===== src/icy_pkg.sv =====
package icy_pkg;

	// Byte kinds reported on the result stream
	localparam logic [1:0] KIND_AUDIO  = 2'd0;
	localparam logic [1:0] KIND_LENGTH = 2'd1;
	localparam logic [1:0] KIND_META   = 2'd2;

	// Metadata block sizing: length byte counts units of 16 bytes, at most 512 bytes
	localparam int unsigned META_UNIT      = 16;
	localparam int unsigned META_MAX_BYTES = 512;
	// Largest length byte that still gives a legal block
	localparam logic [7:0]  META_MAX_LEN   = 8'(META_MAX_BYTES / META_UNIT);

	localparam int unsigned INTERVAL_W = 16;
	localparam int unsigned REMAIN_W   = 10;
	localparam int unsigned INDEX_W    = 9;

	typedef struct packed {
		logic [INTERVAL_W-1:0] audio_count;
		logic [REMAIN_W-1:0]   meta_remaining;
		logic [INDEX_W-1:0]    meta_position;
	} demux_state_t;

	typedef struct packed {
		logic [7:0]         out_byte;
		logic [1:0]         byte_kind;
		logic [INDEX_W-1:0] meta_index;
		logic               meta_last;
		logic               length_rejected;
	} demux_result_t;

endpackage


===== src/icy_step.sv =====
module icy_step
	import icy_pkg::*;
(
	input  logic [INTERVAL_W-1:0] meta_interval,
	input  demux_state_t          cur,
	input  logic [7:0]            data_byte,
	output demux_state_t          nxt,
	output demux_result_t         res
);

	logic [REMAIN_W-1:0] remain_dec;

	assign remain_dec = cur.meta_remaining - REMAIN_W'(1);

	// Classify one stream byte and advance the counters
	always_comb begin
		nxt                 = cur;
		res.out_byte        = data_byte;
		res.byte_kind       = KIND_AUDIO;
		res.meta_index      = '0;
		res.meta_last       = 1'b0;
		res.length_rejected = 1'b0;

		if (meta_interval == '0) begin
			// pass-through, state holds
			res.byte_kind = KIND_AUDIO;
		end else if (cur.meta_remaining != '0) begin
			res.byte_kind      = KIND_META;
			res.meta_index     = cur.meta_position;
			nxt.meta_remaining = remain_dec;
			if (remain_dec == '0) begin
				res.meta_last     = 1'b1;
				nxt.meta_position = '0;
				nxt.audio_count   = meta_interval;
			end else begin
				nxt.meta_position = cur.meta_position + INDEX_W'(1);
			end
		end else if (cur.audio_count != '0) begin
			res.byte_kind   = KIND_AUDIO;
			nxt.audio_count = cur.audio_count - INTERVAL_W'(1);
		end else if (data_byte == '0) begin
			// empty block: restart the audio interval at once
			res.byte_kind   = KIND_LENGTH;
			nxt.audio_count = meta_interval;
		end else if (data_byte > META_MAX_LEN) begin
			// oversized block: take the byte as first audio byte of a new interval
			res.byte_kind       = KIND_AUDIO;
			res.length_rejected = 1'b1;
			nxt.audio_count     = meta_interval - INTERVAL_W'(1);
		end else begin
			res.byte_kind      = KIND_LENGTH;
			nxt.meta_remaining = {data_byte[REMAIN_W-5:0], 4'b0000};
			nxt.meta_position  = '0;
		end
	end

endmodule


===== src/icy_metadata_demux.sv =====
// ICY metadata demultiplexer. Takes a received ICY stream one byte per transfer and
// returns one tagged byte per input byte: audio, metadata length byte, or metadata
// byte with its index in the block (tlast marks the final metadata byte). A length
// byte above 32 (block over 512 bytes) is returned as audio with the rejected flag.
// It takes one byte per clock cycle unless the result stream stalls; each result is
// registered, and each byte makes a single counter update to the demux state. Writing
// meta_interval (0 disables demultiplexing) restarts the audio count and drops any
// block in progress; write it only while the stream is idle.
module icy_metadata_demux
	import icy_pkg::*;
(
	input  logic                  clk,
	input  logic                  arst_n,
	// configuration: meta_interval
	input  logic                  cfg_valid,
	output logic                  cfg_ready,
	input  logic [INTERVAL_W-1:0] cfg_data,
	// input stream
	input  logic                  s_axis_tvalid,
	output logic                  s_axis_tready,
	input  logic [7:0]            s_axis_tdata,  // [7:0] data_byte
	// result stream
	output logic                  m_axis_tvalid,
	input  logic                  m_axis_tready,
	output logic [23:0]           m_axis_tdata,  // [7:0] out_byte, [16:8] meta_index, zeros
	output logic [2:0]            m_axis_tuser,  // [1:0] byte_kind, [2] length_rejected
	output logic                  m_axis_tlast   // meta_last
);

	logic [INTERVAL_W-1:0] meta_interval_q;
	demux_state_t          state_q;
	demux_state_t          state_nxt;
	demux_result_t         step_res;
	demux_result_t         res_q;
	logic                  res_valid_q;
	logic                  in_xfer;

	assign cfg_ready     = 1'b1;
	assign s_axis_tready = !res_valid_q || m_axis_tready;
	assign in_xfer       = s_axis_tvalid && s_axis_tready;

	icy_step u_step (
		.meta_interval (meta_interval_q),
		.cur           (state_q),
		.data_byte     (s_axis_tdata),
		.nxt           (state_nxt),
		.res           (step_res)
	);

	// Load the interval and restart counting on a config write, else advance per byte
	always_ff @(posedge clk or negedge arst_n) begin
		if (!arst_n) begin
			meta_interval_q <= '0;
			state_q         <= '0;
		end else if (cfg_valid && cfg_ready) begin
			meta_interval_q        <= cfg_data;
			state_q.audio_count    <= cfg_data;
			state_q.meta_remaining <= '0;
			state_q.meta_position  <= '0;
		end else if (in_xfer) begin
			state_q <= state_nxt;
		end
	end

	// Hold the result until the downstream transfer completes
	always_ff @(posedge clk or negedge arst_n) begin
		if (!arst_n) begin
			res_valid_q <= 1'b0;
		end else if (in_xfer) begin
			res_valid_q <= 1'b1;
		end else if (m_axis_tready) begin
			res_valid_q <= 1'b0;
		end
	end

	always_ff @(posedge clk) begin
		if (in_xfer) begin
			res_q <= step_res;
		end
	end

	assign m_axis_tvalid = res_valid_q;
	assign m_axis_tdata  = {7'b0, res_q.meta_index, res_q.out_byte};
	assign m_axis_tuser  = {res_q.length_rejected, res_q.byte_kind};
	assign m_axis_tlast  = res_q.meta_last;

	// A block never exceeds 512 bytes
	assert property (@(posedge clk) disable iff (!arst_n)
		state_q.meta_remaining <= REMAIN_W'(META_MAX_BYTES))
		else $error("metadata remaining count above block maximum");

	// Index plus bytes left never exceeds the 512-byte block maximum
	assert property (@(posedge clk) disable iff (!arst_n)
		state_q.meta_remaining != '0 |->
		({1'b0, state_q.meta_position} + state_q.meta_remaining) <= REMAIN_W'(META_MAX_BYTES))
		else $error("metadata position and remaining count disagree");

	// The last marker only comes with a metadata byte
	assert property (@(posedge clk) disable iff (!arst_n)
		m_axis_tvalid && m_axis_tlast |-> m_axis_tuser[1:0] == KIND_META)
		else $error("last marker on a non-metadata byte");

	// A rejected length byte is reported as audio
	assert property (@(posedge clk) disable iff (!arst_n)
		m_axis_tvalid && m_axis_tuser[2] |-> m_axis_tuser[1:0] == KIND_AUDIO)
		else $error("rejected length byte not reported as audio");

	// With demultiplexing off, the state stays put on every byte
	assert property (@(posedge clk) disable iff (!arst_n)
		in_xfer && !cfg_valid && meta_interval_q == '0 |=> $stable(state_q))
		else $error("state changed while demultiplexing is disabled");

endmodule

===== config.mk =====
export PLATFORM = sky130hd
export DESIGN_NAME = icy_metadata_demux
export DESIGN_NICKNAME = d
export VERILOG_FILES = /design/src/icy_pkg.sv /design/src/icy_step.sv /design/src/icy_metadata_demux.sv
export SDC_FILE = /design/constraint.sdc
export NUM_CORES = 1
export LEC_CHECK = 0
export ABC_CLOCK_PERIOD_IN_PS = 2300
export BUFFER_PORTS_ARGS = -buffer_cell sky130_fd_sc_hd__buf_2
export CELL_PAD_IN_SITES_DETAIL_PLACEMENT = 0
export CELL_PAD_IN_SITES_GLOBAL_PLACEMENT = 1
export CORE_MARGIN = 1.5
export CORE_UTILIZATION = 41
export DETAILED_ROUTE_END_ITERATION = 8
export PLACE_DENSITY_LB_ADDON = 0.1
export SYNTH_ARGS = -nofsm -noshare
export SYNTH_HDL_FRONTEND = slang
export SYNTH_SLANG_ARGS = --single-unit

===== constraint.sdc =====
create_clock -name clk -period 2.3 [get_ports clk]
set_input_delay 0.23 -clock clk [delete_from_list [all_inputs] [get_ports clk]]
set_output_delay 0.23 -clock clk [all_outputs]
set_load 0.005 [all_outputs]

==> flow_summary_export.csv, run 1 <==
group,metric,value,unit
logic_synthesis,ys_ff_latch,73,
placement,place_inst,739,
timing,post-route-worst-setup-slack,-0.162,ns
clock_network,clk_pin_slew,0.08,ns
placement,io_buffer_count,51,
placement,place_hpwl,9800,um
timing,fin_worst_skew,0.00919,ns
setup_path,cp_data_arrival_time,2.73,ns
logic_synthesis,yosysSeqAreaShare,0.423,
timing,min_period,2.46,ns
final_layout,fin_cells,777,
setup_path,critPathTopFamily,"simple AND/OR/NAND/NOR gates",
setup_path,path_class,"flip-flop to flip-flop",
setup_path,max_stage_delay,0.48,ns
timing,setup_viol,26,
routing,post_drt_via_cell_ratio,5.65,
timing,tightest_slew,0.888,ns
routing,ant_nets,0,
min_path,whs_endpoint,"m_axis_tdata[6]",
setup_path,r2r-start,"state_q[10]",
routing,drt_pass1_iterations,5,
logic_synthesis,avgSynthCellArea,9.52,um^2
setup_path,crit_chain,"inv_2 > ha_4 > or4b_4 > nor3_4 > buf_6 > a311oi_4 > a21oi_4 > clkbuf_16 > mux2_4",
grt,grtUsageMet1,0.357,
setup_path,r2r.worst_path.cells,9,
min_path,hold_depth,1,
logic_synthesis,synth_edf_count,21,
clock_network,cts_buffers,9,
floorplan,die_area,11800,um^2
final_layout,fin_util,0.587,
timing,fin_setup_tns,-2.33,ns
timing,clock.fmax,0.406,GHz
floorplan,rows,38,
floorplan,die_x,109,um
power_and_ir_drop,p_int,5.15,mW
setup_path,cp.depth,9,
grt,grtUsageMet2,0.360,
final_layout,area_delta_synth_final,39.3,%
routing,drt-total-wl,13900,um
setup_path,critical_path_required,2.57,ns
power_and_ir_drop,clkPwrFrac,0.132,
setup_path,crit_path_end_kind,"flip-flop",
final_layout,final_nets,668,
final_layout,fill_cells,967,
clock_network,cts_tree,"done",
clock_network,cts-root-buf,"clkbuf_8",
floorplan,core,10800,um^2
logic_synthesis,synth-async-reset-ratio,0.712,
final_layout,antennaDiodeCount,0,
routing,drc,0,
run_status,failed_checks,"negative setup slack",
final_layout,drive_above_1_share,0.416,
logic_synthesis,yosys_warnings,0,
power_and_ir_drop,p_total,8.62,mW
power_and_ir_drop,power_density,1350,nW/um^2
routing,drt_iter0_drc,290,
logic_synthesis,synthCells,480,
grt,grt_pass1_wl,21900,um
floorplan,boundaryPins,60,
grt,grt_pass1_vias,4145,
timing,hold_viol,0,
setup_path,worstPathMaxFanout,7,
logic_synthesis,synth_area,4570,um^2
grt,grt_antenna_before_repair,0,
power_and_ir_drop,p_leak,2.76,nW
logic_synthesis,synth_cell_types,76,
power_and_ir_drop,p_sw,3.46,mW
min_path,hold_path.class,"input port to flip-flop",
placement,dpl_cell_area,5600,um^2
setup_path,startpoint_type,"flip-flop",
floorplan,start_util,0.421,
routing,num_vias,4387,
setup_path,r2r_slack,-0.16,ns
clock_network,clockBufferDepth,2,
setup_path,cp_num_buf_inv,3,
min_path,min_from,"s_axis_tdata[6]",
timing,finalCritPeriodShare,1.07,
grt,grtUsageMet3,0.0386,
grt,overflow,0,
placement,place_congestion,0.911,
power_and_ir_drop,pwr-share-seq,0.222,
logic_synthesis,synth_ff_type,"dfrtp_1",
grt,grt_max_degree,36,
run_status,outcome,"finished with violations",
timing,relSlewSlack,0.408,
clock_network,cts.sinks,73,
clock_network,insertion_delay,0.38,ns
setup_path,worstReg2RegEnd,"state_q[24]",
floorplan,die_h,109,um
timing,maxSlewViolCount,0,
flow_run,maxCapViolations,0,
power_and_ir_drop,swShare,0.402,
grt,grt_util_all_layers,0.246,
power_and_ir_drop,peakVddDrop,0.992,mV
timing,rsz0062_at_grt,"yes",
routing,post_drt_wl_per_cell,17.8,um
grt,busiest_layer,"met2",
power_and_ir_drop,combPwrFrac,0.647,
clock_network,htree_num_levels,3,
setup_path,critPathSlowestCell,"or4b_4",
final_layout,final_area,6360,um^2
[cells in the final DEF (no fill, tap or decap), drive strengths merged, types with 5 or more instances in the layout]
master / synthesis / layout
or3: 8 / 8
a21o: 7 / 7
nand4: 14 / 14
ha: 7 / 7
and2: 11 / 11
o21ai: 29 / 29
a31oi: 8 / 8
nand3: 14 / 14
nor2: 33 / 33
a22o: 6 / 6
buf: 16 / 166
clkbuf: 17 / 12
or4: 9 / 9
mux2i: 5 / 5
o31ai: 11 / 11
conb: 2 / 8
nor4: 9 / 9
a21oi: 18 / 18
xnor2: 6 / 6
nand2: 44 / 44
edfxtp: 21 / 21
nor3: 18 / 18
mux2: 19 / 19
xor2: 7 / 7
a22oi: 6 / 6
inv: 17 / 17
dfrtp: 52 / 52
[power by group through the flow]
stage               combinational [mW]  sequential, mW  clock, mW
floorplan                         2.37            1.92          0
global placement                  4.16            1.89          0
detailed placement                4.21            1.90          0
CTS                               4.70            1.89       1.16
global route                      6.01            1.96       1.22
finish                            5.57            1.91       1.13
[worst max-delay path by stage]
stage | slack [ns] | from | to
global placement | -0.14 | state_q[29] | state_q[5]
finish | -0.16 | state_q[10] | state_q[24]
detailed placement | -0.17 | state_q[13] | state_q[24]
global route | -0.23 | state_q[10] | state_q[21]
floorplan | -0.14 | state_q[9] | state_q[27]
CTS | -0.12 | state_q[10] | state_q[34]
[cell usage after synthesis, types with 5 or more instances]
| cell type | n | area share |
|---|---|---|
| dfrtp_1 | 52 | 0.28 |
| nand2_1 | 42 | 0.035 |
| nor2_1 | 33 | 0.027 |
| o21ai_0 | 27 | 0.030 |
| edfxtp_1 | 21 | 0.14 |
| a21oi_1 | 17 | 0.019 |
| clkbuf_1 | 17 | 0.014 |
| inv_1 | 17 | 0.014 |
| nor3_1 | 17 | 0.019 |
| mux2_2 | 14 | 0.035 |
| nand3_1 | 14 | 0.015 |
| nand4_1 | 14 | 0.019 |
| and2_1 | 11 | 0.015 |
| buf_4 | 9 | 0.015 |
| o31ai_1 | 9 | 0.015 |
| or4_1 | 9 | 0.015 |
| a31oi_1 | 8 | 0.011 |
| nor4_1 | 8 | 0.011 |
| or3_1 | 8 | 0.011 |
| a21o_1 | 7 | 0.012 |
| ha_1 | 7 | 0.019 |
| xor2_1 | 7 | 0.013 |
| a22o_1 | 6 | 0.012 |
| a22oi_1 | 6 | 0.0099 |
| xnor2_1 | 6 | 0.012 |
| mux2_4 | 5 | 0.016 |
| mux2i_1 | 5 | 0.011 |
[kinds of logic (layout without fill, tap and decap cells)]
group | after synthesis | after routing | synth area share
xor+xnor | 13 | 13 | 0.0249
simple gates | 187 | 187 | 0.224
buf+inv | 50 | 201 | 0.0512
mux | 24 | 24 | 0.0619
compound gates | 124 | 124 | 0.195
flops | 73 | 73 | 0.423
fa+ha+maj | 7 | 7 | 0.0192
other cells | 2 | 8 | 0.00164
[per-stage QoR]
stage | setup WS, ns | hold WS [ns]
3_5_place_dp | -0.169 | 0.397
3_3_place_gp | -0.142 | 0.397
5_1_grt | -0.231 | 0.0351
6_report | -0.162 | 0.0496
2_1_floorplan | -0.139 | -0.0656
4_1_cts | -0.124 | 0.0318
[metal layers]
| metal | part of all wire | routed length [um] | vias up |
|---|---|---|---|
| li1 | - | - | 2094 |
| met1 | 0.47 | 6540 | 2123 |
| met2 | 0.45 | 6280 | 148 |
| met3 | 0.054 | 748 | 22 |
| met4 | 0.021 | 296 | 0 |
| met5 | 0 | 0 | - |
[registers in the layout, summed over array words and instances, names as in the netlist]
signal / cells
m_axis_tdata: 17
m_axis_tlast: 1
m_axis_tuser: 3
state_q: 35
m_axis_tvalid: 1
meta_interval_q: 16
[final cells by class]
| type | instances | area, um^2 | share of cell area |
|---|---|---|---|
| multi-input combinational | 363 | 2730 | 0.429 |
| sequential | 73 | 1930 | 0.304 |
| timing repair buffer | 168 | 1250 | 0.196 |
| tap | 140 | 175 | 0.0275 |
| clock buffer | 11 | 131 | 0.0206 |
| clock inverter | 5 | 81.3 | 0.0128 |
| inverter | 17 | 63.8 | 0.0100 |
[repair_timing]
action                                 in CTS  in global routing
hold buffers                                1                  0
buffers inserted                            8                 11
cloned                                      0                  2
resized for setup                          30                 54
setup endpoints to repair                  27                 42
pin swaps                                   8                 28
endpoints found under the hold margin      33                  0
No activity file was read; power rests on OpenSTA's default activity.
==> run 2: changes to the inputs <==
--- a/config.mk
+++ b/config.mk
@@ -12,7 +12,7 @@
 export CORE_MARGIN = 1.5
 export CORE_UTILIZATION = 41
 export DETAILED_ROUTE_END_ITERATION = 8
-export PLACE_DENSITY_LB_ADDON = 0.1
+export PLACE_DENSITY_LB_ADDON = 0.15
 export SYNTH_ARGS = -nofsm -noshare
 export SYNTH_HDL_FRONTEND = slang
 export SYNTH_SLANG_ARGS = --single-unit
==> flow_summary_export.csv, run 2 (synthesis results as in run 1) <==
group,metric,value,unit
power_and_ir_drop,power_density,1310,nW/um^2
clock_network,cts-root-buf,"clkbuf_8",
floorplan,die_h,109,um
grt,grt_pass1_wl,21300,um
final_layout,drive_above_1_share,0.402,
routing,post_drt_wl_per_cell,17.6,um
timing,maxSlewViolCount,0,
timing,rsz0062_at_grt,"yes",
timing,finalCritPeriodShare,1.06,
placement,place_congestion,0.896,
final_layout,antennaDiodeCount,0,
timing,relSlewSlack,0.661,
setup_path,crit_path_end_kind,"flip-flop",
timing,min_period,2.43,ns
timing,tightest_slew,0.503,ns
timing,holdWs,0.0568,ns
placement,io_buffer_count,51,
placement,place_hpwl,9710,um
setup_path,startpoint_type,"flip-flop",
grt,grtUsageMet3,0.0452,
setup_path,r2r.worst_path.cells,8,
floorplan,die_area,11800,um^2
routing,drt_iter0_drc,221,
floorplan,start_util,0.421,
timing,hold_viol,0,
floorplan,die_x,109,um
power_and_ir_drop,swShare,0.416,
clock_network,clockBufferDepth,2,
setup_path,worstPathMaxFanout,14,
clock_network,cts_buffers,9,
grt,grtUsageMet1,0.332,
run_status,failed_checks,"negative setup slack",
power_and_ir_drop,p_sw,3.36,mW
final_layout,regMostFlops,"state_q",
setup_path,max_stage_delay,0.44,ns
power_and_ir_drop,p_int,4.73,mW
floorplan,boundaryPins,60,
routing,drc,0,
grt,grt_pass1_vias,4185,
timing,post-route-worst-setup-slack,-0.135,ns
grt,busiest_layer,"met2",
setup_path,crit_chain,"buf_4 > or3b_2 > o21a_1 > o31ai_4 > a311oi_2 > a21oi_4 > buf_12 > mux2_2",
setup_path,critPathSlowestCell,"or3b_2",
clock_network,cts_tree,"done",
final_layout,final_cell_mix,"buf_4, dfrtp_1, buf_2",
power_and_ir_drop,clkPwrFrac,0.132,
timing,fin_worst_skew,0.00851,ns
final_layout,area_delta_synth_final,35.0,%
placement,place_inst,734,
grt,overflow,0,
setup_path,cp_data_arrival_time,2.69,ns
timing,setup_viol,25,
clock_network,clk_pin_slew,0.08,ns
power_and_ir_drop,peakVddDrop,0.753,mV
setup_path,critical_path_required,2.56,ns
routing,drt-total-wl,13500,um
grt,grt_antenna_before_repair,0,
grt,grtUsageMet2,0.372,
final_layout,layout_commonest_cell,"buf_4",
final_layout,final_nets,658,
setup_path,path_class,"flip-flop to flip-flop",
grt,grt_util_all_layers,0.238,
routing,ant_nets,0,
final_layout,final_area,6170,um^2
power_and_ir_drop,p_total,8.09,mW
placement,dpl_cell_area,5590,um^2
setup_path,cp_num_buf_inv,2,
timing,clock.fmax,0.411,GHz
setup_path,cp.depth,8,
power_and_ir_drop,combPwrFrac,0.631,
run_status,outcome,"finished with violations",
clock_network,htree_num_levels,3,
clock_network,insertion_delay,0.38,ns
flow_run,maxCapViolations,0,
setup_path,critPathTopFamily,"compound AO/OA/AOI/OAI gates",
final_layout,fin_cells,767,
final_layout,largest_reg_flops,35,
floorplan,core,10800,um^2
routing,num_vias,4334,
routing,post_drt_via_cell_ratio,5.65,
floorplan,rows,38,
min_path,hold_depth,2,
power_and_ir_drop,pwr-share-seq,0.237,
power_and_ir_drop,p_leak,2.67,nW
clock_network,cts.sinks,73,
grt,grt_max_degree,53,
min_path,hold_path.class,"input port to flip-flop",
routing,drt_pass1_iterations,5,
## run 2: cell types whose count changed in the layout (fill, tap and decap cells not counted), sizes merged
cell and delta:
buf -10, bufinv -1, clkbuf -3, clkinv +1, inv +2, nor2 +1
## run 2: timing repair
item,in CTS,in global routing
pin swaps,12,15
endpoints found under the hold margin,52,0
hold buffers,1,0
buffers inserted,9,8
cloned,0,1
gates resized for setup,26,30
setup endpoints to repair,28,43
## run 2: metal layers
layer / up-vias / part of all wire
li1: 2082 / -
met1: 2104 / 0.46
met2: 134 / 0.46
met3: 14 / 0.060
met4: 0 / 0.015
met5: - / 0
## run 2: final cells by class
cell class	count	area [um^2]
fillers	1019	4670
multi-input cells	364	2660
flip-flops and latches	73	1930
repair buffers	157	1130
well taps	140	175
clock buffers	9	124
clock inverters	7	77.6
inverters	17	63.8
## run 2: power groups by stage
stage | sequential, mW | combinational [mW] | clock [mW]
2_1_floorplan | 1.92 | 2.37 | 0
3_3_place_gp | 1.90 | 4.13 | 0
3_5_place_dp | 1.91 | 4.20 | 0
4_1_cts | 1.90 | 4.56 | 1.10
5_1_grt | 1.96 | 5.55 | 1.15
6_report | 1.92 | 5.10 | 1.07
## run 2: worst paths after layout
check	startpoint	end	slack [ns]
max	state_q[9]	state_q[22]	-0.13
max reg2reg	state_q[9]	state_q[22]	-0.13
min	s_axis_tvalid	m_axis_tvalid	0.06
min reg2reg	m_axis_tvalid	m_axis_tvalid	0.54
min in group asynchronous	arst_n	state_q[33]	0.38
max in group asynchronous	arst_n	meta_interval_q[0]	1.67
## run 2: through the flow
step / util / TNS, ns / setup slack [ns]
2_1_floorplan: - / -0.759 / -0.139
3_3_place_gp: 0.516 / -3.58 / -0.212
3_5_place_dp: 0.516 / -3.81 / -0.225
4_1_cts: 0.551 / -2.16 / -0.150
5_1_grt: 0.569 / -4.73 / -0.205
6_report: 0.569 / -2.13 / -0.135
